`config.mk`:
```
export PLATFORM = sky130hd
export DESIGN_NAME = sliding_window_max_core
export DESIGN_NICKNAME = d
export VERILOG_FILES = /design/src/rtl/swm_pkg.sv /design/src/rtl/sliding_window_max_core.sv /design/src/rtl/swm_ram.sv /design/src/rtl/swm_ctrl.sv /design/src/rtl/swm_dp.sv
export SDC_FILE = /design/constraint.sdc
export NUM_CORES = 2
export LEC_CHECK = 0
export ABC_AREA = 0
export CAP_MARGIN = 20
export CORE_MARGIN = 8
export CORE_UTILIZATION = 35
export CTS_CLUSTER_SIZE = 12
export DETAILED_ROUTE_END_ITERATION = 12
export DONT_BUFFER_PORTS = 1
export HOLD_SLACK_MARGIN = 0.12
export PLACE_DENSITY = 0.6
export SYNTH_ARGS = -nofsm -noshare
export SYNTH_HDL_FRONTEND = slang
export SYNTH_HIERARCHICAL = 1
export SYNTH_SLANG_ARGS = --single-unit
```
`constraint.sdc`:
```
create_clock -name clk_i -period 18.2 [get_ports clk_i]
set_input_delay 0 -clock clk_i [delete_from_list [all_inputs] [get_ports clk_i]]
set_output_delay 0 -clock clk_i [all_outputs]
set_load 0.005 [all_outputs]
```
`src/rtl/swm_pkg.sv`:
```
// Shared types and constants of the sliding window maximum block.
package swm_pkg;

  localparam int unsigned CfgWindowW = 7;
  localparam int unsigned PaddrW     = 3;
  localparam int unsigned PdataW     = 32;

  localparam logic [CfgWindowW-1:0] WindowReset = 7'd3;
  localparam logic                  RegWindow   = 1'b0;

  typedef struct packed {
    logic load;
    logic rd_back;
    logic rd_front;
    logic drop_back;
    logic drop_front;
    logic keep_front;
    logic append;
  } swm_cmd_t;

  typedef struct packed {
    logic count_zero;
    logic count_one;
    logic back_le;
    logic front_old;
    logic out_free;
  } swm_sts_t;

endpackage

```
`src/rtl/sliding_window_max_core.sv`:
```
// A request is taken only while idle; the block then compares it against the queued candidates,
// dropping back candidates that are not greater, then front candidates that have left the window,
// and appends it. It takes no new request until the append; the candidate memory is read once
// per candidate compared, back drops first, then front drops. A stalled result holds the append.
// Reset: queue empty, fill and position counters zero, window_length 3; the candidate
// memory is not cleared and is only read where written.
module sliding_window_max_core #(
  parameter int unsigned MAX_WINDOW  = 64,
  parameter int unsigned SAMPLE_BITS = 32
) (
  input  logic                              clk_i,
  input  logic                              rst_ni,
  input  logic                              in_valid_i,
  output logic                              in_stall_o,
  input  logic signed [SAMPLE_BITS-1:0]     sample_i,
  input  logic                              restart_i,
  output logic                              out_valid_o,
  input  logic                              out_stall_i,
  output logic signed [SAMPLE_BITS-1:0]     window_max_o,
  input  logic                              psel,
  input  logic                              penable,
  input  logic                              pwrite,
  input  logic [swm_pkg::PaddrW-1:0]        paddr,
  input  logic [swm_pkg::PdataW-1:0]        pwdata,
  output logic [swm_pkg::PdataW-1:0]        prdata,
  output logic                              pready
);
  import swm_pkg::*;

  logic [CfgWindowW-1:0] window_length_q;
  logic                  reg_hit;
  swm_cmd_t              cmd;
  swm_sts_t              sts;

  assign reg_hit = (paddr[PaddrW-1:2] == RegWindow);
  assign pready  = 1'b1;
  assign prdata  = reg_hit ? PdataW'(window_length_q) : '0;

  always_ff @(posedge clk_i or negedge rst_ni) begin
    if (!rst_ni) begin
      window_length_q <= WindowReset;
    end else if (psel && penable && pwrite && reg_hit) begin
      window_length_q <= pwdata[CfgWindowW-1:0];
    end
  end

  swm_ctrl u_ctrl (
    .clk_i      (clk_i),
    .rst_ni     (rst_ni),
    .in_valid_i (in_valid_i),
    .in_stall_o (in_stall_o),
    .sts_i      (sts),
    .cmd_o      (cmd)
  );

  swm_dp #(
    .SAMPLE_BITS (SAMPLE_BITS),
    .MAX_WINDOW  (MAX_WINDOW)
  ) u_dp (
    .clk_i           (clk_i),
    .rst_ni          (rst_ni),
    .sample_i        (sample_i),
    .restart_i       (restart_i),
    .window_length_i (window_length_q),
    .cmd_i           (cmd),
    .sts_o           (sts),
    .out_stall_i     (out_stall_i),
    .out_valid_o     (out_valid_o),
    .window_max_o    (window_max_o)
  );

endmodule

```
`src/rtl/swm_ram.sv`:
```
// Generic single-write, single-read RAM with registered read data.
module swm_ram #(
  parameter int unsigned Width = 8,
  parameter int unsigned Depth = 64
) (
  input  logic                                   clk_i,
  input  logic                                   we_i,
  input  logic [((Depth > 1) ? $clog2(Depth) : 1)-1:0] waddr_i,
  input  logic [Width-1:0]                       wdata_i,
  input  logic                                   re_i,
  input  logic [((Depth > 1) ? $clog2(Depth) : 1)-1:0] raddr_i,
  output logic [Width-1:0]                       rdata_o
);

  logic [Width-1:0] mem_q [Depth];
  logic [Width-1:0] rdata_q;

  always_ff @(posedge clk_i) begin
    if (we_i) begin
      mem_q[waddr_i] <= wdata_i;
    end
    if (re_i) begin
      rdata_q <= mem_q[raddr_i];
    end
  end

  assign rdata_o = rdata_q;

endmodule

```
`src/rtl/swm_ctrl.sv`:
```
// Sequencer for the candidate queue: back drops, front drops, append.
module swm_ctrl (
  input  logic              clk_i,
  input  logic              rst_ni,
  input  logic              in_valid_i,
  output logic              in_stall_o,
  input  swm_pkg::swm_sts_t sts_i,
  output swm_pkg::swm_cmd_t cmd_o
);
  import swm_pkg::*;

  typedef enum logic [4:0] {
    S_IDLE      = 5'b00001,
    S_BACK_RD   = 5'b00010,
    S_BACK_CMP  = 5'b00100,
    S_FRONT_CMP = 5'b01000,
    S_APPEND    = 5'b10000
  } swm_state_e;

  swm_state_e state_q, state_d;
  swm_cmd_t   cmd;

  always_comb begin
    state_d = state_q;
    cmd     = '0;
    case (state_q)
      S_IDLE: begin
        if (in_valid_i) begin
          cmd.load = 1'b1;
          state_d  = S_BACK_RD;
        end
      end
      S_BACK_RD: begin
        if (sts_i.count_zero) begin
          state_d = S_APPEND;
        end else begin
          cmd.rd_back = 1'b1;
          state_d     = S_BACK_CMP;
        end
      end
      S_BACK_CMP: begin
        if (sts_i.back_le) begin
          cmd.drop_back = 1'b1;
          if (sts_i.count_one) begin
            state_d = S_APPEND;
          end else begin
            cmd.rd_back = 1'b1;
          end
        end else begin
          cmd.rd_front = 1'b1;
          state_d      = S_FRONT_CMP;
        end
      end
      S_FRONT_CMP: begin
        if (sts_i.front_old) begin
          cmd.drop_front = 1'b1;
          if (sts_i.count_one) begin
            state_d = S_APPEND;
          end else begin
            cmd.rd_front = 1'b1;
          end
        end else begin
          cmd.keep_front = 1'b1;
          state_d        = S_APPEND;
        end
      end
      S_APPEND: begin
        if (sts_i.out_free) begin
          cmd.append = 1'b1;
          state_d    = S_IDLE;
        end
      end
      default: begin
        state_d = S_IDLE;
      end
    endcase
  end

  always_ff @(posedge clk_i or negedge rst_ni) begin
    if (!rst_ni) begin
      state_q <= S_IDLE;
    end else begin
      state_q <= state_d;
    end
  end

  assign cmd_o      = cmd;
  assign in_stall_o = (state_q != S_IDLE);

endmodule

```
`src/rtl/swm_dp.sv`:
```
// Datapath: candidate memory, queue pointers, counters and result register.
module swm_dp #(
  parameter int unsigned SAMPLE_BITS = 32,
  parameter int unsigned MAX_WINDOW  = 64
) (
  input  logic                                  clk_i,
  input  logic                                  rst_ni,
  input  logic signed [SAMPLE_BITS-1:0]         sample_i,
  input  logic                                  restart_i,
  input  logic [swm_pkg::CfgWindowW-1:0]        window_length_i,
  input  swm_pkg::swm_cmd_t                     cmd_i,
  output swm_pkg::swm_sts_t                     sts_o,
  input  logic                                  out_stall_i,
  output logic                                  out_valid_o,
  output logic signed [SAMPLE_BITS-1:0]         window_max_o
);
  import swm_pkg::*;

  localparam int unsigned IdxW = (MAX_WINDOW > 1) ? $clog2(MAX_WINDOW) : 1;
  localparam int unsigned CntW = $clog2(MAX_WINDOW + 1);
  localparam int unsigned SumW = CntW + 1;
  localparam int unsigned MemW = SAMPLE_BITS + CntW;

  function automatic logic [IdxW-1:0] slot_of(logic [IdxW-1:0] head, logic [CntW-1:0] off);
    logic [SumW-1:0] sum;
    sum = SumW'(head) + SumW'(off);
    if (sum >= SumW'(MAX_WINDOW)) begin
      sum = sum - SumW'(MAX_WINDOW);
    end
    return IdxW'(sum);
  endfunction

  logic signed [SAMPLE_BITS-1:0] sample_q, front_q, window_max_q, window_max_d, result;
  logic        [CntW-1:0]        w_q, w_eff, count_q, count_d, pos_q, pos_d, fill_q, fill_d;
  logic        [CntW-1:0]        age;
  logic        [IdxW-1:0]        head_q, head_d, rd_addr, wr_addr;
  logic        [MemW-1:0]        rd_data;
  logic signed [SAMPLE_BITS-1:0] rd_value;
  logic        [CntW-1:0]        rd_pos;
  logic        [31:0]            wl_ext;
  logic                          out_valid_q, out_valid_d, out_load;

  always_comb begin
    wl_ext = 32'(window_length_i);
    if (wl_ext == 32'd0) begin
      w_eff = CntW'(1);
    end else if (wl_ext > 32'(MAX_WINDOW)) begin
      w_eff = CntW'(MAX_WINDOW);
    end else begin
      w_eff = CntW'(wl_ext);
    end
  end

  always_comb begin
    head_d  = head_q;
    count_d = count_q;
    fill_d  = fill_q;
    pos_d   = pos_q;
    if (cmd_i.load && restart_i) begin
      head_d  = '0;
      count_d = '0;
      fill_d  = '0;
    end
    if (cmd_i.drop_back) begin
      count_d = count_q - CntW'(1);
    end
    if (cmd_i.drop_front) begin
      head_d  = slot_of(head_q, CntW'(1));
      count_d = count_q - CntW'(1);
    end
    if (cmd_i.append) begin
      count_d = count_q + CntW'(1);
      pos_d   = pos_q + CntW'(1);
      if (fill_q < CntW'(MAX_WINDOW)) begin
        fill_d = fill_q + CntW'(1);
      end
    end
  end

  assign rd_addr  = cmd_i.rd_front ? slot_of(head_d, '0) : slot_of(head_d, count_d - CntW'(1));
  assign wr_addr  = slot_of(head_q, count_q);
  assign rd_value = rd_data[SAMPLE_BITS-1:0];
  assign rd_pos   = rd_data[MemW-1:SAMPLE_BITS];
  assign age      = pos_q - rd_pos;

  swm_ram #(
    .Width (MemW),
    .Depth (MAX_WINDOW)
  ) u_cand_ram (
    .clk_i   (clk_i),
    .we_i    (cmd_i.append),
    .waddr_i (wr_addr),
    .wdata_i ({pos_q, sample_q}),
    .re_i    (cmd_i.rd_back | cmd_i.rd_front),
    .raddr_i (rd_addr),
    .rdata_o (rd_data)
  );

  assign sts_o.count_zero = (count_q == '0);
  assign sts_o.count_one  = (count_q == CntW'(1));
  assign sts_o.back_le    = (rd_value <= sample_q);
  assign sts_o.front_old  = (age >= w_q);
  assign sts_o.out_free   = !out_valid_q || !out_stall_i;

  assign result   = (count_q == '0) ? sample_q : front_q;
  assign out_load = cmd_i.append && (fill_d >= w_q);

  always_comb begin
    out_valid_d  = out_valid_q && out_stall_i;
    window_max_d = window_max_q;
    if (out_load) begin
      out_valid_d  = 1'b1;
      window_max_d = result;
    end
  end

  always_ff @(posedge clk_i or negedge rst_ni) begin
    if (!rst_ni) begin
      head_q      <= '0;
      count_q     <= '0;
      fill_q      <= '0;
      pos_q       <= '0;
      w_q         <= CntW'(1);
      out_valid_q <= 1'b0;
    end else begin
      head_q      <= head_d;
      count_q     <= count_d;
      fill_q      <= fill_d;
      pos_q       <= pos_d;
      out_valid_q <= out_valid_d;
      if (cmd_i.load) begin
        w_q <= w_eff;
      end
    end
  end

  always_ff @(posedge clk_i) begin
    if (cmd_i.load) begin
      sample_q <= sample_i;
    end
    if (cmd_i.keep_front) begin
      front_q <= rd_value;
    end
    window_max_q <= window_max_d;
  end

  assign out_valid_o  = out_valid_q;
  assign window_max_o = window_max_q;

endmodule

```
# After elaboration in Yosys (flattened, before gate mapping)
# Memories as Yosys holds them, arrays and structs flattened. A register that Yosys moved wholly into a read port is not among the register bits.
# Cells that the tools add are included.
[totals]
ram_bits = 2496
in_bits = 75
register_bits = 143
mem_count = 1
wordCells = 101
out_inout_bits = 67
[mem_list]
columns = ["memory", "depth", "width", "rd", "rd_ports_with_merged_regs", "wr", "line", "source"]
rows = [
  ["u_dp.u_cand_ram.mem_q", 64, 39, 1, 1, 1, "swm_ram.sv:15", "logic [Width-1:0] mem_q [Depth];"],
]
[classes]
n_reduce_logical = 12
eq_ne = 9
n_lt_le_gt_ge = 9
addsub = 13
n_bitwise = 2
muxes = 44
[op_table]
columns = ["operator", "count"]
rows = [
  ["$mux 7", 10],
  ["$mux 6", 7],
  ["$le 32x32->1", 1],
  ["$mux 32", 1],
  ["$mux 5", 6],
  ["$pmux 5 s5", 1],
  ["$sub 6x1->6 const B", 4],
  ["$add 7x1->7 const B", 3],
  ["$add 6x7->8", 2],
  ["$ge 8x7->1 const B", 2],
  ["$mux 1", 16],
  ["$ge 7x7->1", 2],
  ["$logic_not 7->1", 2],
  ["$sub 7x1->7 const B", 2],
  ["$add 6x1->7 const B", 1],
  ["$eq 7x1->1 const B", 1],
  ["$ge 6x7->1 const B", 1],
  ["$ge 7x7->1 const B", 1],
  ["$gt 7x7->1 const B", 1],
  ["$lt 7x7->1 const B", 1],
  ["$sub 7x7->7", 1],
  ["$logic_and 1x1->1", 6],
  ["$eq 5x1->1 const B", 1],
  ["$eq 5x2->1 const B", 1],
  ["12 further kinds", 15],
]

# Longest topological paths before layout
[logic_depth]
ltp_word = 12
depth_mapped = 37
ltp_nobuf = 34

# Modules after synthesis
# Netlist, hierarchy kept.
[modules_own_cells]
columns = ["module", "seq_area_each_um2", "area_per_inst_um2", "cells_per_inst", "n_inst"]
rows = [
  ["swm_ram", 76123.0, 95743.1, 4059, 1],
  ["swm_dp", 3759.9, 6827.8, 594, 1],
  ["sliding_window_max_core", 177.7, 544.3, 50, 1],
  ["swm_ctrl", 126.4, 364.1, 39, 1],
]

# Worst setup path after synthesis
# Ideal clock, no wire load.
[synth_timing]
path_type = "register to register"
startpoint = "reg u_dp.pos_q[0]"
endpoint = "reg u_dp.u_cand_ram.rdata_q[19], in the netlist u_dp/u_cand_ram/rdata_o[19], read port of u_dp.u_cand_ram.mem_q, data pin"
slack_ps = 11185
t_required_ps = 17944
arrival_ps = 6759
synth_period_minus_slack_ps = 7015
setup_ps = 256
path_stages_with_launch = 36
cell_sequence = "dfrtp_1 inv_1 ha_1 inv_1 fa_1 ha_1 a21o_1 a21o_1 a21oi_1 nor2b_1 o21ai_0 a21oi_1 and3_1 or2_1 buf_2 nor2_1 nand3_1 o21ai_0 inv_1 ha_1 inv_1 ha_1 a21o_1 a21oi_1 o21bai_1 a21oi_1 xnor3_1 nand2b_1 xnor2_1 and2_1 clkbuf_1 nand2_1 clkbuf_1 o221ai_1 a21oi_1 o22a_1"
[synth_lines]
columns = ["item", "line", "source"]
rows = [
  ["start: declaration", "swm_dp.sv:34", "logic [CntW-1:0] w_q, w_eff, count_q, count_d, pos_q, pos_d, fill_q, fill_d;"],
  ["start signal: assignment", "swm_dp.sv:129", "pos_q <= pos_d;"],
  ["end: declaration", "swm_ram.sv:16", "logic [Width-1:0] rdata_q;"],
]

==> reports/results.txt <==
Synth-to-Final Area Change = 14.0%
CTS tree = done
DR iter-0 viols = 6,242
clk buf depth = 4
DR vias = 51,107
H-tree depth = 5
Worst Hold Class = input port to register
mapped cell area = 103,000 um^2
row cnt = 199
library cells used by synthesis = 76
Int Power = 13,600 uW
critical path class = register to register
first-pass GRT wire length = 389,000 um
CP max FO = 140
Yosys top cell area share = 0.763
Die Ht = 560 um
Pins Over Slew Limit = 0
Clock Sinks = 2,678
mean post-synth cell area = 21.8 um^2
CTS buffer count = 280
Worst-path clk slew = 0.06 ns
sequential power share = 0.349
max-cap violation count = 0
share of cells above drive strength 1 = 0.244
fin crit period = 9.26 ns
clock network power share = 0.244
Starting Density = 0.352
Core Area = 294,000 um^2
DRC viols = 0
power per cell area = 179 nW/um^2
unrepaired setup endpoints after global routing = no
Power, Total = 21,100 uW
Setup Skew = 0.0747 ns
register bit total from synthesis = 2,678
drt pass-1 iters = 5
commonest non-fill, non-tap cells in the layout = 2,631 x edfxtp_1, 614 x mux4_2, 287 x clkbuf_16
clk_lat worst skew = 0.87 ns
Post-layout nets = 5,205
CP endpoint kind = register
Die Footprint = 313,000 um^2
Worst Max-Slew Pin Slew = 1.13 ns
switching pwr = 7530 uW
largest net degree at the start of global routing = 141
vias per inst = 5.61
final hold violation count = 0
chip width = 560 um
Comb power frac = 0.407
I/O pins = 142
vias in the first global route = 51,087
f_max = 108 MHz
detailed placement HPWL = 149,000 um
worst endpoint required time = 18.74 ns
status = complete, no violations
Fill cells = 25,643
CP startpoint kind = register
Gate Count Post-Synth = 4,742
Util after Layout = 0.401
leakage = 0.0366 uW
Final TNS setup = 0 ns
per-cell routed wire length = 30.4 um
IO Port Bufs = 0
yosys warns = 6
GRT Util Overall = 0.172
fraction of registers with async set or reset after synthesis = 0.0176
Root Buffer = clkbuf_16
Final ANT Viol Nets = 0
area leader, netlist = edfxtp_1
register area share after synthesis = 0.775
Total Wirelength = 277,000 um
Final GP Congestion = 0.784
initial antenna violation count = 9
Post-synth EDFFs = 2,631
total grt overflow = 0
switching share of power = 0.357
most area-consuming cells after synthesis = edfxtp_1 76%, mux4_2 13%, dfrtp_1 1.0%
Final setup viols = 0
Primary FF master, synth = edfxtp_1
commonest non-fill, non-tap cell in the layout = edfxtp_1
Max VDD drop = 0.351 mV
Final period util = 0.509
WP data arrival = 9.80 ns
Slew HR = 0.243
worst max-delay path, stage by stage (launching register included):
cell,delay (ns)
edfxtp_1,0.34
buf_4,0.54
inv_1,0.15
ha_1,0.44
a21o_1,0.27
a21o_1,0.21
a21oi_1,0.13
o21ai_0,0.09
a211oi_1,0.24
mux2_2,0.49
nand4_1,0.21
inv_1,0.10
or2_1,0.29
nor2_1,0.18
nand3_1,0.09
o21ai_0,0.12
inv_1,0.09
ha_1,0.33
fa_1,0.52
mux2i_4,0.18
buf_4,0.55
buf_4,0.74
buf_12,0.67
mux4_2,0.43
o22ai_1,0.17
nor2_1,0.14
a2111oi_2,0.79
a221oi_1,0.10
power groups by stage:
stage,combinational (uW),sequential [uW],clock [uW]
floorplan,5350,7600,0
global placement,8590,7480,0
detailed placement,8630,7490,0
CTS,8700,7360,5230
global route,9040,7360,5450
finish,8590,7360,5140
sequential cells by signal, indices dropped and copies added (netlist names):
| name | count |
|---|---|
| u_ctrl/state_q | 5 |
| u_dp/sample_q | 32 |
| u_dp/pos_q | 7 |
| window_length_q | 7 |
| u_dp/u_cand_ram/rdata_o | 39 |
| u_dp/out_valid_o | 1 |
| u_dp/fill_q | 7 |
| u_dp/head_q | 6 |
| u_dp/front_q | 32 |
| u_dp/w_q | 7 |
| u_dp/u_cand_ram/mem_q | 2496 |
| u_dp/window_max_o | 32 |
| u_dp/count_q | 7 |
synth_stat cells (all sizes together) (14+ instances only):
library cell,number
edfxtp,2631
mux4,614
buf,178
o22ai,162
nor2,119
nand2,103
clkbuf,86
o21ai,84
ha,69
inv,68
mux2i,57
a21oi,47
dfrtp,43
a22oi,42
mux2,37
nand3,35
nor4,33
nor2b,32
a211oi,23
o221ai,23
nand2b,19
xnor2,18
a21o,17
a221oi,17
nand4,17
o21a,15
xor2,14
per-layer routing:
| metal | GRT usage | share of wire | up-vias |
|---|---|---|---|
| li1 | - | - | 20523 |
| met1 | 0.244 | 0.41 | 27833 |
| met5 | 0 | 0.00017 | - |
| met2 | 0.275 | 0.47 | 2350 |
| met3 | 0.0287 | 0.085 | 395 |
| met4 | 0.0467 | 0.028 | 6 |
logic make-up after synthesis:
family / share of synthesized area
simple gates: 0.0209
flops: 0.775
mux: 0.143
other cells: 0.0000726
fa+ha+maj: 0.00892
compound gates: 0.0318
buf+inv: 0.0173
xor+xnor: 0.00293
path summary, 6_finish.rpt:
check	start	endpoint	slack [ns]	cells past startpoint
min	out_stall_i	u_dp/out_valid_o	0.19	4
max in group asynchronous	rst_ni	u_ctrl/state_q[0]	17.53	4
max	u_dp/sample_q[17]	u_dp/u_cand_ram/rdata_o[21]	8.94	27
max reg2reg	u_dp/sample_q[17]	u_dp/u_cand_ram/rdata_o[21]	8.94	27
min reg2reg	u_dp/u_cand_ram/rdata_o[1]	u_dp/front_q[1]	0.45	0
min in group asynchronous	rst_ni	window_length_q[6]	0.37	4
metrics by stage:
step | hold WS [ns] | setup slack, ns | cells | cell area, um^2
global route | 0.184 | 8.50 | 9112 | 118000
finish | 0.191 | 8.94 | 9115 | 118000
CTS | 0.151 | 8.83 | 9107 | 118000
detailed placement | -0.294 | 8.89 | 8602 | 109000
floorplan | -0.296 | 11.19 | 4766 | 104000
global placement | -0.294 | 8.84 | 8601 | 109000
area by class of cell:
type	instances	area, um^2	share of cell area
multi-input cells	1756	22300	0.189
inverters	68	255	0.00216
clock buffers	364	7480	0.0634
diodes	5	12.5	0.000106
well taps	3919	4900	0.0416
clock inverters	51	404	0.00343
flip-flops and latches	2678	80200	0.680
repair buffers	274	2450	0.0208
repair_timing:
action / 4_1_cts / 5_1_grt
endpoints found under the hold margin: 152 / 0
buffers inserted: 0 / 0
hold buffers: 90 / 0
resized for setup: 0 / 0
No activity file was read; power rests on OpenSTA's default activity.
